==> config.mk <==
export PLATFORM = sky130hd
export DESIGN_NAME = pta_ctrl
export DESIGN_NICKNAME = d
export VERILOG_FILES = /design/src/assert_macros.svh /design/src/pta_pkg.sv /design/src/pta_ctrl.sv
export SDC_FILE = /design/constraint.sdc
export NUM_CORES = 1
export LEC_CHECK = 0
export ABC_CLOCK_PERIOD_IN_PS = 1600
export BUFFER_PORTS_ARGS = -buffer_cell sky130_fd_sc_hd__buf_2
export CAP_MARGIN = 10
export CORE_ASPECT_RATIO = 0.8
export CORE_MARGIN = 1.5
export CORE_UTILIZATION = 25
export CTS_BUF_LIST = sky130_fd_sc_hd__clkbuf_16
export CTS_CLUSTER_SIZE = 40
export DETAILED_ROUTE_END_ITERATION = 8
export PLACE_DENSITY = 0.62
export SKIP_LAST_GASP = 1
export SLEW_MARGIN = 30
export SYNTH_ARGS = -nofsm -noshare
export SYNTH_HDL_FRONTEND = slang
export SYNTH_SLANG_ARGS = --single-unit
==> constraint.sdc <==
create_clock -name clk -period 1.6 [get_ports clk]
set_clock_uncertainty 0.2 [all_clocks]
set_input_delay 0.08 -clock clk [delete_from_list [all_inputs] [get_ports clk]]
set_output_delay 0.08 -clock clk [all_outputs]
set_load 0.05 [all_outputs]
==> src/assert_macros.svh <==
// ----------------------------------------------------------------------------
// assert_macros.svh
// Concurrent assertion helpers sampled on clk, disabled while arst_n is low.
// ----------------------------------------------------------------------------
`ifndef ASSERT_MACROS_SVH
`define ASSERT_MACROS_SVH

// same-cycle implication
`define ASSERT_IMPL(lbl, a, c) \
	lbl: assert property (@(posedge clk) disable iff (!arst_n) (a) |-> (c)) \
		else $error("assertion failed: same-cycle implication");

// next-cycle implication
`define ASSERT_NEXT(lbl, a, c) \
	lbl: assert property (@(posedge clk) disable iff (!arst_n) (a) |=> (c)) \
		else $error("assertion failed: next-cycle implication");

`endif

==> src/pta_pkg.sv <==
// ----------------------------------------------------------------------------
// pta_pkg
// Types, constants and helpers shared by the page allocator modules.
// ----------------------------------------------------------------------------
package pta_pkg;

	localparam int PAGE_BYTES     = 256;
	localparam int PAGE_LOG2      = 8;
	localparam int NUM_PAGES      = 16;
	localparam int PAGE_W         = 4;
	localparam int MIN_BLOCK_LOG2 = 3;
	localparam int GRANULES       = 512;
	localparam int GRAN_W         = 9;
	localparam int LINK_W         = 10;
	localparam int NUM_HEADS      = 8;
	localparam int HEAD_W         = 3;
	localparam int CLS_W          = 4;
	localparam int POW_W          = 4;
	localparam int ADDR_W         = 12;
	localparam int SIZE_W         = 13;
	localparam int SUM_W          = 32;
	localparam int RUN_W          = 7;
	localparam int BLK_W          = 5;

	localparam logic [CLS_W-1:0] RUN_TAIL = 4'd15;
	localparam logic             OP_ALLOC = 1'b0;
	localparam logic             OP_FREE  = 1'b1;

	typedef struct packed {
		logic              operation;
		logic [SIZE_W-1:0] request_size;
		logic [ADDR_W-1:0] block_address;
	} pta_req_t;

	typedef struct packed {
		logic [ADDR_W-1:0] result_address;
		logic              success;
		logic [SUM_W-1:0]  requested_bytes_total;
		logic [SUM_W-1:0]  allocated_bytes_total;
	} pta_rsp_t;

	typedef enum logic [3:0] {
		ST_IDLE,
		ST_DECODE,
		ST_SCAN,
		ST_SPLIT,
		ST_POP_RD,
		ST_POP_WR,
		ST_TAKE,
		ST_FREE_RUN,
		ST_DONE_OK,
		ST_DONE_FAIL
	} pta_state_t;

	typedef struct packed {
		logic load;
		logic scan_clr;
		logic scan_step;
		logic split_init;
		logic split_step;
		logic pop_rd;
		logic pop_wr;
		logic take_init;
		logic take_step;
		logic free_small;
		logic free_run_init;
		logic free_run_step;
		logic result_wr;
		logic result_ok;
	} pta_cmd_t;

	typedef struct packed {
		logic is_free;
		logic is_small;
		logic too_big;
		logic head_empty;
		logic scan_hit;
		logic scan_end;
		logic split_last;
		logic sweep_last;
		logic free_bad;
		logic free_small;
		logic out_full;
	} pta_sts_t;

	function automatic logic [POW_W-1:0] ceil_log2(input logic [SIZE_W-1:0] v);
		logic [POW_W-1:0] p;
		p = POW_W'(SIZE_W);
		for (int i = SIZE_W; i >= 0; i--) begin
			if (((SIZE_W+1)'(1) << i) >= {1'b0, v})
				p = POW_W'(i);
		end
		return p;
	endfunction

endpackage

==> src/pta_ctrl.sv <==
// ----------------------------------------------------------------------------
// pta_ctrl
// Sequencer: decode, page scan, split, pop, run take and run release.
// ----------------------------------------------------------------------------
module pta_ctrl (
	input  logic              clk,
	input  logic              arst_n,
	input  logic              req_valid,
	output logic              req_stall,
	input  pta_pkg::pta_sts_t sts,
	output pta_pkg::pta_cmd_t cmd
);
	import pta_pkg::*;

	pta_state_t state_q, state_d;

	always_ff @(posedge clk or negedge arst_n) begin
		if (!arst_n) begin
			state_q <= ST_IDLE;
		end else begin
			state_q <= state_d;
		end
	end

	always_comb begin
		state_d   = state_q;
		cmd       = '0;
		req_stall = (state_q != ST_IDLE);
		unique case (state_q)
			ST_IDLE: begin
				if (req_valid) begin
					cmd.load = 1'b1;
					state_d  = ST_DECODE;
				end
			end
			ST_DECODE: begin
				if (sts.is_free) begin
					if (sts.free_bad) begin
						state_d = ST_DONE_FAIL;
					end else if (sts.free_small) begin
						cmd.free_small = 1'b1;
						state_d        = ST_DONE_OK;
					end else begin
						cmd.free_run_init = 1'b1;
						state_d           = ST_FREE_RUN;
					end
				end else if (sts.is_small) begin
					if (sts.head_empty) begin
						cmd.scan_clr = 1'b1;
						state_d      = ST_SCAN;
					end else begin
						state_d = ST_POP_RD;
					end
				end else if (sts.too_big) begin
					state_d = ST_DONE_FAIL;
				end else begin
					cmd.scan_clr = 1'b1;
					state_d      = ST_SCAN;
				end
			end
			ST_SCAN: begin
				if (sts.scan_hit) begin
					if (sts.is_small) begin
						cmd.split_init = 1'b1;
						state_d        = ST_SPLIT;
					end else begin
						cmd.take_init = 1'b1;
						state_d       = ST_TAKE;
					end
				end else if (sts.scan_end) begin
					state_d = ST_DONE_FAIL;
				end else begin
					cmd.scan_step = 1'b1;
				end
			end
			ST_SPLIT: begin
				cmd.split_step = 1'b1;
				if (sts.split_last)
					state_d = ST_POP_RD;
			end
			ST_POP_RD: begin
				cmd.pop_rd = 1'b1;
				state_d    = ST_POP_WR;
			end
			ST_POP_WR: begin
				cmd.pop_wr = 1'b1;
				state_d    = ST_DONE_OK;
			end
			ST_TAKE: begin
				cmd.take_step = 1'b1;
				if (sts.sweep_last)
					state_d = ST_DONE_OK;
			end
			ST_FREE_RUN: begin
				cmd.free_run_step = 1'b1;
				if (sts.sweep_last)
					state_d = ST_DONE_OK;
			end
			ST_DONE_OK: begin
				if (!sts.out_full) begin
					cmd.result_wr = 1'b1;
					cmd.result_ok = 1'b1;
					state_d       = ST_IDLE;
				end
			end
			ST_DONE_FAIL: begin
				if (!sts.out_full) begin
					cmd.result_wr = 1'b1;
					state_d       = ST_IDLE;
				end
			end
			default: state_d = ST_IDLE;
		endcase
	end

endmodule

==> run_results.csv <==
group,metric,value,unit
run_status,outcome,"finished with violations",
run_status,violations,"setup timing",
clock_tree,cts.clk_slew.worst_paths,0.03,ns
sta,rsz0062_at_grt,"yes",
synthesis,synth_cells,69,
synthesis,syn_area,539.3,sq um
floorplanning,chipWidth,54.93,um
sta,maxSlewViolCount,0,
global_route,antenna_found_initial,0,
detailed_routing,vias,815,
hold_path,hold_depth,4,
power,vdd_drop_max,1201,uV
place,place_congestion,0.9407,
synthesis,synth_seq_cells,4,
detailed_routing,vias_per_cell,5.000,
critical_path,cp_data_arrival_time,1.68,ns
sta,hold_viol_final,0,
finish,postLayoutCoreUtil,0.7200,
synthesis,synth_largest_area_cell,"dfrtp_1",
synthesis,synth_top_area_frac,0.1856,
global_route,first_global_vias,825,
clock_tree,cts_buffers,3,
critical_path,path_cells,"buf_6 -> buf_6 -> nand4bb_1 -> a21oi_2 -> or2_4 -> o41ai_2",
hold_path,hold_end,"state_q[3]",
critical_path,slowest_stage,"dfrtp_2",
synthesis,avgSynthCellArea,7.815,sq um
sta,max_freq,564.2,MHz
synthesis,synthTopCellsByArea,"dfrtp_1 19%, buf_6 6.3%, nor2_1 5.6%, nand2_1 4.2%, nor3_1 3.7%",
critical_path,cpPeakStageDelay,0.44,ns
critical_path,cpMostUsedCell,"buf_6",
clock_tree,root_buffer,"clkbuf_16",
power,p_leak,0.0006303,uW
detailed_routing,drc_errors,0,
sta,worst_slack,-0.1724,ns
critical_path,crit_type,"flip-flop to flip-flop",
finish,finalNetCount,155,
critical_path,ff2ff_setup_slack,-0.17,ns
hold_path,worstHoldPathType,"primary input to flip-flop",
finish,syn_to_final_growth,161.9,%
detailed_routing,drtIter0Drc,12,
floorplanning,ios,29,
synthesis,yosysSeqAreaShare,0.1856,
floorplanning,core-area,0.001962,sq mm
clock_tree,cts_tree,"done",
global_route,track_usage,0.2084,
sta,finalCriticalPeriod,1.772,ns
critical_path,worstPathRequired,1.50,ns
critical_path,cp-end-kind,"flip-flop",
finish,diodes,0,
critical_path,r2r-end,"state_q[0]",
detailed_routing,wl,2.642,mm
job,drv_cap,0,
place,hpwl,1.462,mm
sta,relSlewSlack,0.7461,
synthesis,synth_warnings,0,
critical_path,crit_path_start_kind,"flip-flop",
detailed_routing,routedWlPerCell,16.21,um
critical_path,worstRegToRegCells,6,
hold_path,min_from,"sts[0]",
finish,largest-register,"state_q",
critical_path,crit_buf_inv,2,
sta,setup_viol,17,
clock_tree,cts_sinks,4,
sta,tightest_slew,0.3800,ns
floorplanning,rows,14,
global_route,grt_max_degree,7,
place,io_buffers,28,
power,power.density,1685,mW/mm^2
synthesis,synthDistinctLibCells,37,
finish,fillers,150,
floorplanning,die_area,0.002446,sq mm
power,power,2380,uW
finish,reg_top3,"state_q: 4 flops",
critical_path,crit_start,"state_q[1]",
detailed_routing,ant_nets,0,
global_route,grt_overflow,0,
clock_tree,cts_max_path_buffers,2,
clock_tree,htree_levels,1,
floorplanning,initial_core_util,0.2749,
detailed_routing,first_pass_iters,4,
critical_path,timing.rr.start,"state_q[1]",
global_route,grt_pass1_wl,3.691,mm
finish,largest_register_ffs,4,
critical_path,critical-path-top-delay-family,"flip-flops",
critical_path,critPathMaxFanout,5,
synthesis,syn-num-nets,83,
finish,drive_above_1_share,0.7770,
floorplanning,die_height,44.54,um
sta,finalCritPeriodShare,1.108,
clock_tree,clkLatencyLatePin,0.22,ns
[per-layer routing]
metal	vias to the layer above	global-route usage	part of all wire
li1	392	-	-
met1	392	0.2607	0.42
met2	29	0.3571	0.53
met3	2	0.04730	0.038
met4	0	0.05366	0.011
met5	-	0	0
[repair_timing]
item,4_1_cts,5_1_grt
gates resized for setup,49,26
setup buffers,13,7
pin swaps,7,6
endpoints found under the setup margin,19,19
hold buffers,3,0
hold endpoints to repair,5,0
[cell type report]
cell class                      instances  area [sq um]  share of cell area
Sequential cell                         4         105.1             0.07440
Clock buffer                            3         75.07             0.05314
Inverter                                5         22.52             0.01594
Tap cell                               24         30.03             0.02126
Timing Repair Buffer                   72         646.9              0.4579
Multi-Input combinational cell         55         533.0              0.3773
[Yosys cell counts, drive strengths merged]
| cell type | number |
|---|---|
| a211oi | 1 |
| a21oi | 3 |
| a31o | 1 |
| and3 | 3 |
| and4b | 1 |
| buf | 3 |
| clkbuf | 2 |
| dfrtp | 4 |
| inv | 5 |
| nand2 | 6 |
| nand2b | 1 |
| nand3 | 3 |
| nand3b | 2 |
| nand4b | 1 |
| nand4bb | 1 |
| nor2 | 9 |
| nor2b | 3 |
| nor3 | 5 |
| nor3b | 1 |
| nor4 | 1 |
| o2111ai | 1 |
| o21a | 1 |
| o21ai | 1 |
| o21bai | 1 |
| o31a | 1 |
| o31ai | 1 |
| o32a | 1 |
| o32ai | 2 |
| o41ai | 1 |
| or2 | 1 |
| or2b | 1 |
| or4 | 1 |
[layout by cell type (no fill, tap or decap), drive strengths merged, types with 2 or more instances in the layout]
| master | instances |
|---|---|
| buf | 69 |
| nor2 | 9 |
| nand2 | 6 |
| nor3 | 5 |
| dfrtp | 4 |
| inv | 4 |
| and3 | 3 |
| clkbuf | 3 |
| dlygate4sd3 | 3 |
| nor2b | 3 |
| a21oi | 3 |
| nand3 | 3 |
| nand3b | 2 |
| o32ai | 2 |
[worst reg2reg max path: cells and delay by family, from the launching register on]
family	cells	cell delay, ns
compound gates	2	0.41
buf+inv	2	0.25
flops	1	0.44
simple gates	2	0.35
[worst max path at each step]
| stage | endpoint | slack [ns] | depth (start not counted) |
|---|---|---|---|
| after floorplan | cmd[0] | -0.37 | 4 |
| after global placement | state_q[3] | -0.13 | 4 |
| after detailed placement | cmd[12] | -0.17 | 5 |
| after CTS | cmd[12] | -0.18 | 5 |
| after global routing | state_q[0] | -0.24 | 6 |
| final | state_q[0] | -0.17 | 6 |
[cell families after synthesis]
logic type	after synthesis	share of synthesized area
AO/OA/AOI/OAI	15	0.2390
buffers and inverters	10	0.1299
flip-flops	4	0.1856
AND/OR/NAND/NOR	40	0.4455
[where the power goes]
group / switching [uW] / internal, uW
Sequential: 85.5 / 148
Clock: 69.2 / 319
Combinational: 872 / 886
Total: 1030 / 1350
[per-stage QoR]
| step | worst slack [ns] | cells | setup TNS [ns] | hold slack [ns] | cell area (sq um) |
|---|---|---|---|---|---|
| after floorplan | -0.3747 | 69 | -0.6093 | -0.4156 | 606.8 |
| after global placement | -0.1340 | 137 | -0.5550 | -0.3121 | 883.3 |
| after detailed placement | -0.1699 | 137 | -0.6895 | -0.3115 | 883.3 |
| after CTS | -0.1828 | 156 | -1.180 | 0.1049 | 1249 |
| after global routing | -0.2418 | 163 | -2.526 | 0.1309 | 1413 |
| final | -0.1724 | 163 | -1.643 | 0.1100 | 1413 |
(Power assumes the default switching activity.)
